<file path="src/design/rsi_pkg.sv">
// shared types and widths for the ray versus sphere intersection pipeline
package rsi_pkg;

  localparam int unsigned RootW = 52;   // root bits, disc < 2^104
  localparam int unsigned RemW  = 104;  // square root remainder width
  localparam int unsigned DiscW = 106;  // signed discriminant width
  localparam int unsigned BW    = 53;   // signed dot product width, Q.32

  localparam logic [2:0] CfgCenterX = 3'd0;
  localparam logic [2:0] CfgCenterY = 3'd1;
  localparam logic [2:0] CfgCenterZ = 3'd2;
  localparam logic [2:0] CfgRadius  = 3'd3;

  // per-ray data that rides alongside the root computation
  typedef struct packed {
    logic [2:0][31:0] org;
    logic [2:0][17:0] dir;
    logic [BW-1:0]    b;
    logic             hit;
  } side_t;

endpackage

</file>
<file path="src/design/rsi_sqrt_cell.sv">
// one cell of the square root chain, settles one root bit per stage
module rsi_sqrt_cell #(
  parameter int unsigned K = 0
) (
  input  logic                          clk,
  input  logic                          rst,
  input  logic                          en,
  input  logic                          in_valid,
  input  logic [rsi_pkg::RemW-1:0]      in_rem,
  input  logic [rsi_pkg::RootW-1:0]     in_q,
  input  rsi_pkg::side_t                in_side,
  output logic                          out_valid,
  output logic [rsi_pkg::RemW-1:0]      out_rem,
  output logic [rsi_pkg::RootW-1:0]     out_q,
  output rsi_pkg::side_t                out_side
);

  logic [rsi_pkg::RemW-1:0] trial;
  logic                     take;

  // (2q + 2^k) * 2^k, q holds only bits above k
  assign trial = (rsi_pkg::RemW'(in_q) << (K + 1)) | (rsi_pkg::RemW'(1) << (2 * K));
  assign take  = in_rem >= trial;

  always_ff @(posedge clk) begin
    if (rst) begin
      out_valid <= 1'b0;
    end else if (en) begin
      out_valid <= in_valid;
    end
  end

  always_ff @(posedge clk) begin
    if (en) begin
      out_rem  <= take ? in_rem - trial : in_rem;
      out_q    <= take ? (in_q | (rsi_pkg::RootW'(1) << K)) : in_q;
      out_side <= in_side;
    end
  end

endmodule

</file>
<file path="config.mk">
export PLATFORM = sky130hd
export DESIGN_NAME = rsi_sqrt_cell
export DESIGN_NICKNAME = d
export VERILOG_FILES = /design/src/design/rsi_pkg.sv /design/src/design/rsi_sqrt_cell.sv
export SDC_FILE = /design/constraint.sdc
export NUM_CORES = 1
export LEC_CHECK = 0
export BUFFER_PORTS_ARGS = -buffer_cell sky130_fd_sc_hd__buf_2
export CAP_MARGIN = 40
export CORE_AREA = 3 3 279 281
export DETAILED_ROUTE_END_ITERATION = 10
export DIE_AREA = 0 0 282 284
export PLACE_DENSITY = 0.41
export SYNTH_ARGS = -nofsm -noshare
export SYNTH_HDL_FRONTEND = slang
export SYNTH_SLANG_ARGS = --single-unit
</file>
<file path="constraint.sdc">
create_clock -name clk -period 10.57 [get_ports clk]
set_input_delay 2.114 -clock clk [delete_from_list [all_inputs] [get_ports clk]]
set_output_delay 2.114 -clock clk [all_outputs]
set_load 0.01 [all_outputs]
</file>
Word-level counts from Yosys, hierarchy flattened:

Cells that the tools add are included.

* input port bits: 364
* word-level logic and storage cells: 15
* register bits: 361
* output and inout port bits: 361

* $lt $le $gt $ge: 1
* $add $sub $neg: 1
* muxes and demuxes: 1

Operators by type and width (count)
* $ge A104 B53 Y1: 1
* $mux W104: 1
* $sub A104 B53 Y104: 1

Logic depth before layout (Yosys ltp):

Gate-level depths: netlist (run 1).

* depth in word-level cells: 2
* depth in mapped cells: 14
* depth with buffers taken out: 12

Worst setup path before layout (run 1):

No wires, ideal clock.

* kind: input-to-reg
* start point: in in_q[0] (netlist name)
* end point: reg out_rem[1] (netlist name), data pin
* library setup time: 0.252 ns
* required time: 10.318 ns
* slack: 5.804 ns
* cell stages on the path: 13
* arrival: 4.514 ns
* path buffers: 3
* cells stage by stage: inv_1 -> fa_1 -> a211oi_1 -> o21ai_0 -> o211ai_1 -> a21oi_1 -> o21ai_0 -> o21ai_2 -> buf_2 -> buf_2 -> buf_1 -> nand2_1 -> nand2_1

* word-level cells in the longest chain between the ends: 2
* elaborated cells between the ends (all ways): 3
* those cells by class: add/sub: 1; order compare: 1; mux: 1

RTL lines
* start, declared: line rsi_sqrt_cell.sv:10 `input logic [rsi_pkg::RootW-1:0] in_q,`
* $sub A104 B53 Y104 / $ge A104 B53 Y1 (equally long branches): line rsi_sqrt_cell.sv:35, rsi_sqrt_cell.sv:23
* $mux W104 *: line rsi_sqrt_cell.sv:35 `out_rem <= take ? in_rem - trial : in_rem;`
* end signal, assigned: line rsi_sqrt_cell.sv:35
* end, declared: line rsi_sqrt_cell.sv:13 `output logic [rsi_pkg::RemW-1:0] out_rem,`

Mark *: on every way between the ends. The rest lies on a longest branch, timed or not.
A chain may end at the register's enable or synchronous reset.

Final worst setup path (run 1):

* start point: in in_q[0] (netlist name)
* end point: reg out_rem[6] (netlist name), data pin

Same word-level chain as after synthesis.

==> impl_results.html, run 1 <==
<table>
<tr><th>Metric</th><th>Value</th></tr>
<tr><th colspan="2">Run status</th></tr>
<tr><td>Run status</td><td>finished clean</td></tr>
<tr><th colspan="2">CTS</th></tr>
<tr><td>TritonCTS clock tree</td><td>done</td></tr>
<tr><td>Clock insertion delay at the later pin of the skew report</td><td>~570 ps</td></tr>
<tr><td>Post-CTS Setup Repair Bufs</td><td>0</td></tr>
<tr><td>Gates resized, CTS repair</td><td>0</td></tr>
<tr><td>Hold buffers post-CTS</td><td>0</td></tr>
<tr><td>H-tree level count</td><td>2</td></tr>
<tr><td>Number of buffers on the longest clock path</td><td>3</td></tr>
<tr><td>Clock sinks</td><td>~360</td></tr>
<tr><td>Inserted Clock Buffers</td><td>45</td></tr>
<tr><td>Clk slew on worst S/H paths</td><td>around 60 ps</td></tr>
<tr><td>Clock tree root driver cell</td><td>sky130_fd_sc_hd__clkbuf_16</td></tr>
<tr><th colspan="2">Floorplan</th></tr>
<tr><td>Io pins</td><td>about 730</td></tr>
<tr><td>X dimension of the die</td><td>282 microns</td></tr>
<tr><td>Effective utilization at floorplan</td><td>roughly 22%</td></tr>
<tr><td>Die area</td><td>80100 sq um</td></tr>
<tr><td>Y dimension of the die</td><td>around 280 microns</td></tr>
<tr><td>Standard-cell rows</td><td>between 100 and 150</td></tr>
<tr><td>Floorplan Core Area</td><td>75700 sq um</td></tr>
<tr><th colspan="2">STA</th></tr>
<tr><td>Final worst-path cycle share</td><td>a little over half</td></tr>
<tr><td>Clock Skew</td><td>0 ps</td></tr>
<tr><td>Max-slew headroom at the worst pin</td><td>roughly a third</td></tr>
<tr><td>Worst hold slack after final layout</td><td>approximately 500 ps</td></tr>
<tr><td>Count of final hold-check violations</td><td>0</td></tr>
<tr><td>Total setup violations reported at the end of the flow</td><td>0</td></tr>
<tr><td>Max Slew Vio Count</td><td>0</td></tr>
<tr><td>Minimum clock period after layout</td><td>roughly 5600 ps</td></tr>
<tr><td>Worst Tran Pin Value</td><td>between 900 and 1000 ps</td></tr>
<tr><td>Peak clock frequency supported by timing</td><td>0.179 GHz</td></tr>
<tr><td>Setup repair after global routing missed its margin</td><td>false</td></tr>
<tr><td>Setup TNS</td><td>0 ps</td></tr>
<tr><th colspan="2">Routing</th></tr>
<tr><td>Number of detailed-route iterations in the first pass</td><td>5</td></tr>
<tr><td>Total wire length after detailed routing</td><td>84.8 mm</td></tr>
<tr><td>Remaining antenna violation count after routing</td><td>0</td></tr>
<tr><td>Post-detailed-route DRC marker count</td><td>0</td></tr>
<tr><td>DR WL/cell</td><td>~28 microns</td></tr>
<tr><td>Number of DRC markers in iteration 0</td><td>~840</td></tr>
<tr><td>Drt via density</td><td>between 4 and 5</td></tr>
<tr><td>Via count</td><td>14100</td></tr>
<tr><th colspan="2">Final layout</th></tr>
<tr><td>Utilization of the core after routing</td><td>between 30% and 40%</td></tr>
<tr><td>Most frequent cells in the layout</td><td>723 x sky130_fd_sc_hd__buf_2, 360 x sky130_fd_sc_hd__edfxtp_1, 118 x sky130_fd_sc_hd__nor2_1</td></tr>
<tr><td>Share of layout cells above drive strength 1</td><td>39.8%</td></tr>
<tr><td>Most common library cell in the layout ignoring fill and taps</td><td>sky130_fd_sc_hd__buf_2</td></tr>
<tr><td>Nets</td><td>2471</td></tr>
<tr><td>Post-synthesis to final-layout area growth</td><td>38.9%</td></tr>
<tr><th colspan="2">Pwr</th></tr>
<tr><td>Areal power density over the cells</td><td>around 180 nW/um^2</td></tr>
<tr><td>Clock power frac</td><td>between 30% and 40%</td></tr>
<tr><td>Share of power burned in registers</td><td>44.2%</td></tr>
<tr><td>LEAKAGE</td><td>about 9.5 nW</td></tr>
<tr><td>Combinational share of power</td><td>17.2%</td></tr>
<tr><td>Peak supply drop</td><td>approximately 0.000097 V</td></tr>
<tr><td>Internal power component</td><td>about 2.9 mW</td></tr>
<tr><td>Switching pwr</td><td>1.12 mW</td></tr>
<tr><td>Switching part of the total power</td><td>28.0%</td></tr>
<tr><th colspan="2">Synthesis</th></tr>
<tr><td>Synthesized flop and latch total</td><td>~360</td></tr>
<tr><td>Async S/R FF share, synth</td><td>0%</td></tr>
<tr><td>Yosys synthesis warning count</td><td>0</td></tr>
<tr><td>Synthesized cell area</td><td>between 15000 and 20000 sq um</td></tr>
<tr><td>Post-synth EDFFs</td><td>360</td></tr>
<tr><td>Syn Area/Cell</td><td>about 13 sq um</td></tr>
<tr><td>Portion of the post-synthesis area used by sequential elements</td><td>65.7%</td></tr>
<tr><td>Synthesized Nets</td><td>between 1500 and 2000</td></tr>
<tr><td>Gate Count Post-Synth</td><td>approximately 1300</td></tr>
<tr><td>Top flip-flop cell by instance count after synthesis</td><td>sky130_fd_sc_hd__edfxtp_1</td></tr>
<tr><td>Unique cell type count in the Yosys netlist</td><td>between 70 and 80</td></tr>
<tr><th colspan="2">Place</th></tr>
<tr><td>Number of buffers added on ports</td><td>between 700 and 800</td></tr>
<tr><td>Half-perimeter wire length after detailed placement</td><td>roughly 70 mm</td></tr>
<tr><td>Final Wtd Congestion</td><td>a little under 0.9</td></tr>
<tr><th colspan="2">Worst setup path</th></tr>
<tr><td>Crit. End Element</td><td>flop</td></tr>
<tr><td>R2R depth</td><td>2</td></tr>
<tr><td>Crit path kind</td><td>input pin to flop</td></tr>
<tr><td>Register-to-register path setup slack</td><td>roughly 10000 ps</td></tr>
<tr><td>Maximum net fanout on the critical path</td><td>65</td></tr>
<tr><td>Data arrival time at the worst-slack endpoint</td><td>~5900 ps</td></tr>
<tr><td>Crit path required time</td><td>roughly 11000 ps</td></tr>
<tr><td>Type of element launching the critical path</td><td>input pin</td></tr>
<tr><td>Worst reg2reg path endpoint</td><td>out_valid</td></tr>
<tr><td>Startpoint of the most critical register-to-register path</td><td>out_valid</td></tr>
<tr><th colspan="2">Global route</th></tr>
<tr><td>Total global-route track usage</td><td>between 20 and 25%</td></tr>
<tr><td>Antenna violations before repair</td><td>47</td></tr>
<tr><td>Pin count of the biggest net entering global routing</td><td>approximately 110</td></tr>
<tr><td>Sum of overflow across all layers after global routing</td><td>0</td></tr>
<tr><td>Via count of the first global-routing pass</td><td>14200</td></tr>
<tr><td>First-pass GRT wire length</td><td>around 110 mm</td></tr>
<tr><th colspan="2">Worst hold path</th></tr>
<tr><td>Worst Hold Path Cells</td><td>2</td></tr>
<tr><td>Terminating pin of the worst hold path</td><td>out_valid</td></tr>
<tr><td>Hold path startpoint</td><td>out_valid</td></tr>
<tr><td>Min-delay worst type</td><td>flop to flop</td></tr>
<tr><th colspan="2">Flow run</th></tr>
<tr><td>Max-cap viol count</td><td>0</td></tr>
</table>
-- cells in the mapped netlist, types with 21 or more instances --
library cell / number / area share [%]
sky130_fd_sc_hd__a21o_1: 25 / 1.1
sky130_fd_sc_hd__a21oi_1: 116 / 3.5
sky130_fd_sc_hd__clkbuf_1: 26 / 0.59
sky130_fd_sc_hd__edfxtp_1: 360 / 66
sky130_fd_sc_hd__ha_1: 53 / 4.0
sky130_fd_sc_hd__inv_1: 66 / 1.5
sky130_fd_sc_hd__nand2_1: 115 / 2.6
sky130_fd_sc_hd__nand3_1: 24 / 0.73
sky130_fd_sc_hd__nand4_1: 28 / 1.1
sky130_fd_sc_hd__nor2_1: 118 / 2.7
sky130_fd_sc_hd__nor3_1: 34 / 1.0
sky130_fd_sc_hd__nor4_1: 21 / 0.80
sky130_fd_sc_hd__o21ai_0: 51 / 1.5
sky130_fd_sc_hd__xnor2_1: 62 / 3.3
sky130_fd_sc_hd__xor2_1: 38 / 2.0
-- worst max-delay path by stage --
stage / endpoint / depth (start not counted) / start / slack [ps]
global route: out_rem[63] / 14 / in_q[16] / 4710
global placement: out_rem[71] / 13 / in_q[33] / 3820
detailed placement: out_rem[63] / 14 / in_q[16] / 4340
finish: out_rem[6] / 13 / in_q[0] / 4990
CTS: out_rem[71] / 14 / in_q[16] / 4960
floorplan: out_rem[1] / 13 / in_q[0] / 5800
-- cell families after synthesis --
kind of cell	share of synthesized area [%]
AO/OA/AOI/OAI	10.1
flip-flops	65.7
AND/OR/NAND/NOR	12.1
adder cells (fa/ha/maj)	4.15
multiplexers	0.197
XOR/XNOR	5.32
buffers and inverters	2.38
-- final cells by class --
cell class              count  area, sq um
fillers                  7913        52800
flip-flops and latches    361        10800
multi-input cells         834         5260
repair buffers            744         3840
well taps                 978         1220
clock buffers              59         1210
inverters                  67          251
clock inverters            23          233
diodes                     16         40.0
-- power groups by stage --
stage / Clock [mW] / Sequential [mW] / Combinational [mW]
6_report: 1.55 / 1.77 / 0.688
5_1_grt: 1.66 / 1.78 / 0.745
4_1_cts: 1.60 / 1.77 / 0.704
3_5_place_dp: 0 / 1.80 / 0.700
3_3_place_gp: 0 / 1.80 / 0.700
2_1_floorplan: 0 / 1.87 / 0.218
-- state kept, by name, indices dropped and copies added (netlist names) --
name / cells
out_valid: 1
out_side: 204
out_rem: 104
out_q: 52
-- layer usage --
| metal | global-route usage [%] | part of all wire [%] |
|---|---|---|
| met1 | 21.9 | 36 |
| met2 | 37.2 | 52 |
| met3 | 8.83 | 10 |
| met4 | 2.48 | 1.2 |
| met5 | 0 | 0.35 |
-- worst max-delay path, stage by stage --
cell and delay (ps):
sky130_fd_sc_hd__buf_2 80, sky130_fd_sc_hd__inv_1 70, sky130_fd_sc_hd__fa_1 460, sky130_fd_sc_hd__a211oi_1 290
sky130_fd_sc_hd__o21ai_0 200, sky130_fd_sc_hd__buf_4 190, sky130_fd_sc_hd__o211ai_1 380, sky130_fd_sc_hd__a21oi_1 230
sky130_fd_sc_hd__o21ai_0 730, sky130_fd_sc_hd__o21ai_4 160, sky130_fd_sc_hd__buf_4 270, sky130_fd_sc_hd__buf_16 220
sky130_fd_sc_hd__a21oi_1 410
-- stage by stage --
| stage | std cells | power [mW] | setup WS (ps) | cell area, sq um |
|---|---|---|---|---|
| after floorplan | 1297 | 2.09 | 5800 | 16500 |
| after global placement | 2978 | 2.50 | 3820 | 21300 |
| after detailed placement | 2984 | 2.50 | 4340 | 21400 |
| after CTS | 3066 | 4.08 | 4960 | 22900 |
| after global routing | 3068 | 4.18 | 4710 | 22900 |
| final | 3082 | 4.01 | 4990 | 22900 |
Note: power is estimated with default switching activity, not from simulation.
==> run 2: changes to the inputs <==
--- a/config.mk
+++ b/config.mk
@@ -7,10 +7,10 @@
 export LEC_CHECK = 0
 export BUFFER_PORTS_ARGS = -buffer_cell sky130_fd_sc_hd__buf_2
 export CAP_MARGIN = 40
-export CORE_AREA = 3 3 279 281
+export CORE_AREA = 3 3 285 287
 export DETAILED_ROUTE_END_ITERATION = 10
-export DIE_AREA = 0 0 282 284
-export PLACE_DENSITY = 0.41
+export DIE_AREA = 0 0 288 290
+export PLACE_DENSITY = 0.4
 export SYNTH_ARGS = -nofsm -noshare
 export SYNTH_HDL_FRONTEND = slang
 export SYNTH_SLANG_ARGS = --single-unit
==> constraint.sdc (replaced) <==
create_clock -name clk -period 5.5 [get_ports clk]
set_input_delay 1.1 -clock clk [delete_from_list [all_inputs] [get_ports clk]]
set_output_delay 1.1 -clock clk [all_outputs]
set_load 0.01 [all_outputs]
==> run 2 against run 1 <==
Effect of this change:
- register-to-register slack worse by 5100 ps
- first-iteration DRC count is 14% higher
- non-clock buffer count is 13 higher
- sequential power is 92% higher
- global-route usage is 0.78 points lower
- sequential share of layout area is 0.53 points lower
- core utilization is 0.89 points lower
- combinational power is 93% higher
- critical path depth is 1 lower
- die area is 4.3% higher
- routed wire length hardly changed
- critical path type unchanged
- largest cell class unchanged
==> impl_results.html, run 2 (synthesis results as in run 1) <==
<table>
<tr><th>Metric</th><th>Value</th></tr>
<tr><th colspan="2">CTS</th></tr>
<tr><td>Gates resized, CTS repair</td><td>0 (unchanged)</td></tr>
<tr><td>TritonCTS clock tree</td><td>done</td></tr>
<tr><td>Inserted Clock Buffers</td><td>45 (unchanged)</td></tr>
<tr><td>Clock tree root driver cell</td><td>sky130_fd_sc_hd__clkbuf_16</td></tr>
<tr><td>Post-CTS Setup Repair Bufs</td><td>0 (unchanged)</td></tr>
<tr><td>H-tree level count</td><td>2 (unchanged)</td></tr>
<tr><td>Clock sinks</td><td>361 (unchanged)</td></tr>
<tr><td>Clock insertion delay at the later pin of the skew report</td><td>580 ps (about the same)</td></tr>
<tr><td>Hold buffers post-CTS</td><td>0 (unchanged)</td></tr>
<tr><td>Number of buffers on the longest clock path</td><td>3 (unchanged)</td></tr>
<tr><td>Clk slew on worst S/H paths</td><td>60 ps (about the same)</td></tr>
<tr><th colspan="2">Flow run</th></tr>
<tr><td>Max-cap viol count</td><td>0 (unchanged)</td></tr>
<tr><th colspan="2">Worst setup path</th></tr>
<tr><td>Data arrival time at the worst-slack endpoint</td><td>4580 ps (-1330 ps)</td></tr>
<tr><td>Crit. End Element</td><td>flop</td></tr>
<tr><td>Crit path kind</td><td>input pin to flop</td></tr>
<tr><td>Type of element launching the critical path</td><td>input pin</td></tr>
<tr><td>Crit path required time</td><td>5810 ps (-5090 ps)</td></tr>
<tr><td>R2R depth</td><td>2 (unchanged)</td></tr>
<tr><td>Maximum net fanout on the critical path</td><td>9 (-86%)</td></tr>
<tr><th colspan="2">Final layout</th></tr>
<tr><td>Share of layout cells above drive strength 1</td><td>40.7% (+0.92 points)</td></tr>
<tr><td>Most common library cell in the layout ignoring fill and taps</td><td>sky130_fd_sc_hd__buf_2</td></tr>
<tr><td>Max reg flops</td><td>204 (unchanged)</td></tr>
<tr><td>Fillers</td><td>8408 (+6.3%)</td></tr>
<tr><td>Multi-input gate area</td><td>5260 sq um (unchanged)</td></tr>
<tr><td>Post-synthesis to final-layout area growth</td><td>40.5%</td></tr>
<tr><td>Regs by FF count</td><td>out_side: 204 flops, out_rem: 104 flops, out_q: 52 flops</td></tr>
<tr><td>Nets</td><td>2484 (+0.53%)</td></tr>
<tr><td>Footprint of the flip-flops and latches</td><td>10800 sq um (unchanged)</td></tr>
<tr><td>Reg with most FFs</td><td>out_side</td></tr>
<tr><td>Most frequent cells in the layout</td><td>723 x sky130_fd_sc_hd__buf_2, 360 x sky130_fd_sc_hd__edfxtp_1, 118 x sky130_fd_sc_hd__nor2_1</td></tr>
<tr><th colspan="2">STA</th></tr>
<tr><td>Clock Skew</td><td>0 ps (unchanged)</td></tr>
<tr><td>Count of final hold-check violations</td><td>0 (unchanged)</td></tr>
<tr><td>Max Slew Vio Count</td><td>0 (unchanged)</td></tr>
<tr><td>Setup TNS</td><td>0 ps (unchanged)</td></tr>
<tr><td>Minimum clock period after layout</td><td>between 4000 and 5000 ps</td></tr>
<tr><td>Max-slew headroom at the worst pin</td><td>20.5% (-13 points)</td></tr>
<tr><td>Worst Tran Pin Value</td><td>1190 ps (+206 ps)</td></tr>
<tr><td>Total setup violations reported at the end of the flow</td><td>0 (unchanged)</td></tr>
<tr><td>Peak clock frequency supported by timing</td><td>~0.23 GHz</td></tr>
<tr><td>Final worst-path cycle share</td><td>around 78%</td></tr>
<tr><td>Setup repair after global routing missed its margin</td><td>false</td></tr>
<tr><td>Worst hold slack after final layout</td><td>495 ps (-2.38 ps)</td></tr>
<tr><th colspan="2">Routing</th></tr>
<tr><td>Remaining antenna violation count after routing</td><td>0 (unchanged)</td></tr>
<tr><td>Total wire length after detailed routing</td><td>84.8 mm (about the same)</td></tr>
<tr><td>Via count</td><td>14000 (-0.39%)</td></tr>
<tr><td>Number of DRC markers in iteration 0</td><td>958 (+14%)</td></tr>
<tr><td>Drt via density</td><td>4.43 (-2.9%)</td></tr>
<tr><td>Post-detailed-route DRC marker count</td><td>0 (unchanged)</td></tr>
<tr><td>DR WL/cell</td><td>26.8 microns (-2.5%)</td></tr>
<tr><td>Number of detailed-route iterations in the first pass</td><td>5 (unchanged)</td></tr>
<tr><th colspan="2">Floorplan</th></tr>
<tr><td>Effective utilization at floorplan</td><td>20.9% (-0.88 points)</td></tr>
<tr><td>X dimension of the die</td><td>288 microns (+2.1%)</td></tr>
<tr><td>Io pins</td><td>725 (unchanged)</td></tr>
<tr><td>Y dimension of the die</td><td>290 microns (+2.1%)</td></tr>
<tr><td>Floorplan Core Area</td><td>78900 sq um (+4.2%)</td></tr>
<tr><td>Standard-cell rows</td><td>103 (+2.0%)</td></tr>
<tr><td>Die area</td><td>83500 sq um (+4.3%)</td></tr>
<tr><th colspan="2">Global route</th></tr>
<tr><td>Total global-route track usage</td><td>19.5% (-0.78 points)</td></tr>
<tr><td>Via count of the first global-routing pass</td><td>14400 (+1.1%)</td></tr>
<tr><td>Pin count of the biggest net entering global routing</td><td>138 (+30%)</td></tr>
<tr><td>Sum of overflow across all layers after global routing</td><td>0 (unchanged)</td></tr>
<tr><td>Antenna violations before repair</td><td>35 (-26%)</td></tr>
<tr><td>First-pass GRT wire length</td><td>115 mm (+0.97%)</td></tr>
<tr><th colspan="2">Place</th></tr>
<tr><td>Half-perimeter wire length after detailed placement</td><td>70.8 mm (+0.13%)</td></tr>
<tr><td>Final Wtd Congestion</td><td>0.848 (-5.0%)</td></tr>
<tr><td>Number of buffers added on ports</td><td>724 (unchanged)</td></tr>
<tr><th colspan="2">Run status</th></tr>
<tr><td>Run status</td><td>finished clean</td></tr>
<tr><th colspan="2">Worst hold path</th></tr>
<tr><td>Min-delay worst type</td><td>flop to flop</td></tr>
<tr><td>Worst Hold Path Cells</td><td>2 (unchanged)</td></tr>
<tr><th colspan="2">Pwr</th></tr>
<tr><td>Areal power density over the cells</td><td>341 nW/um^2 (+95%)</td></tr>
<tr><td>Peak supply drop</td><td>0.000174 V (+79%)</td></tr>
<tr><td>LEAKAGE</td><td>9.58 nW (+1.1%)</td></tr>
</table>
==> run 2: changes by cell type in the layout (fill, tap and decap cells not counted), sizes merged <==
| cell | change |
|---|---|
| buf | +14 |
| bufinv | +3 |
| clkbuf | -4 |
| clkdlybuf4s15 | -1 |
| clkinv | -3 |
| clkinvlp | +2 |
| diode | -5 |
| inv | +1 |
==> run 2: per-layer routing <==
layer | routed length, microns | vias to the layer above | GRT usage [%]
li1 | - | 6414 | -
met1 | 31700 | 6865 | 21.8
met2 | 43300 | 580 | 35.4
met3 | 7180 | 122 | 6.03
met4 | 2400 | 26 | 5.18
met5 | 174 | - | 0
==> run 2: worst paths after layout <==
| kind | start | end | slack [ps] |
|---|---|---|---|
| hold / removal | out_valid | out_valid | 490 |
| setup / recovery | in_q[5] | out_rem[100] | 1230 |
| setup reg to reg | out_valid | out_valid | 4920 |
| hold reg to reg | out_valid | out_valid | 490 |
==> run 2: layout make-up <==
cell class / instances / share of cell area [%]
Multi-Input combinational cell: 834 / 22.7
Clock buffer: 55 / 5.16
Inverter: 67 / 1.09
Clock inverter: 26 / 1.54
Sequential cell: 361 / 46.8
Antenna cell: 11 / 0.119
Tap cell: 1050 / 5.67
Timing Repair Buffer: 757 / 16.9
==> run 2: worst max-delay path, cell delays in order <==
cell	delay (ps)
sky130_fd_sc_hd__buf_2	140
sky130_fd_sc_hd__inv_1	90
sky130_fd_sc_hd__ha_1	550
sky130_fd_sc_hd__nand3_1	370
sky130_fd_sc_hd__nor4_1	320
sky130_fd_sc_hd__nand4_1	260
sky130_fd_sc_hd__a211oi_1	340
sky130_fd_sc_hd__nor4_2	120
sky130_fd_sc_hd__o21a_1	230
sky130_fd_sc_hd__a2111oi_0	620
sky130_fd_sc_hd__o211ai_1	230
sky130_fd_sc_hd__xnor2_1	190
==> run 2: report_power, final <==
part	internal (mW)	switching, mW	total, mW
Combinational	0.485	0.849	1.33
Sequential	3.33	0.0728	3.40
Clock	1.88	1.27	3.15
Total	5.70	2.19	7.89
==> run 2: stage by stage <==
| stage | util, % | instance area [sq um] | total power [mW] | worst slack (ps) | cells |
|---|---|---|---|---|---|
| finish | 29.4 | 23200 | 7.89 | 1230 | 3161 |
| global route | 29.3 | 23100 | 8.23 | 843 | 3153 |
| CTS | 29.3 | 23100 | 8.03 | 1220 | 3150 |
| detailed placement | 27.4 | 21600 | 4.82 | 632 | 3069 |
| global placement | 27.3 | 21600 | 4.82 | 437 | 3068 |
| floorplan | - | 16500 | 4.01 | 1750 | 1297 |
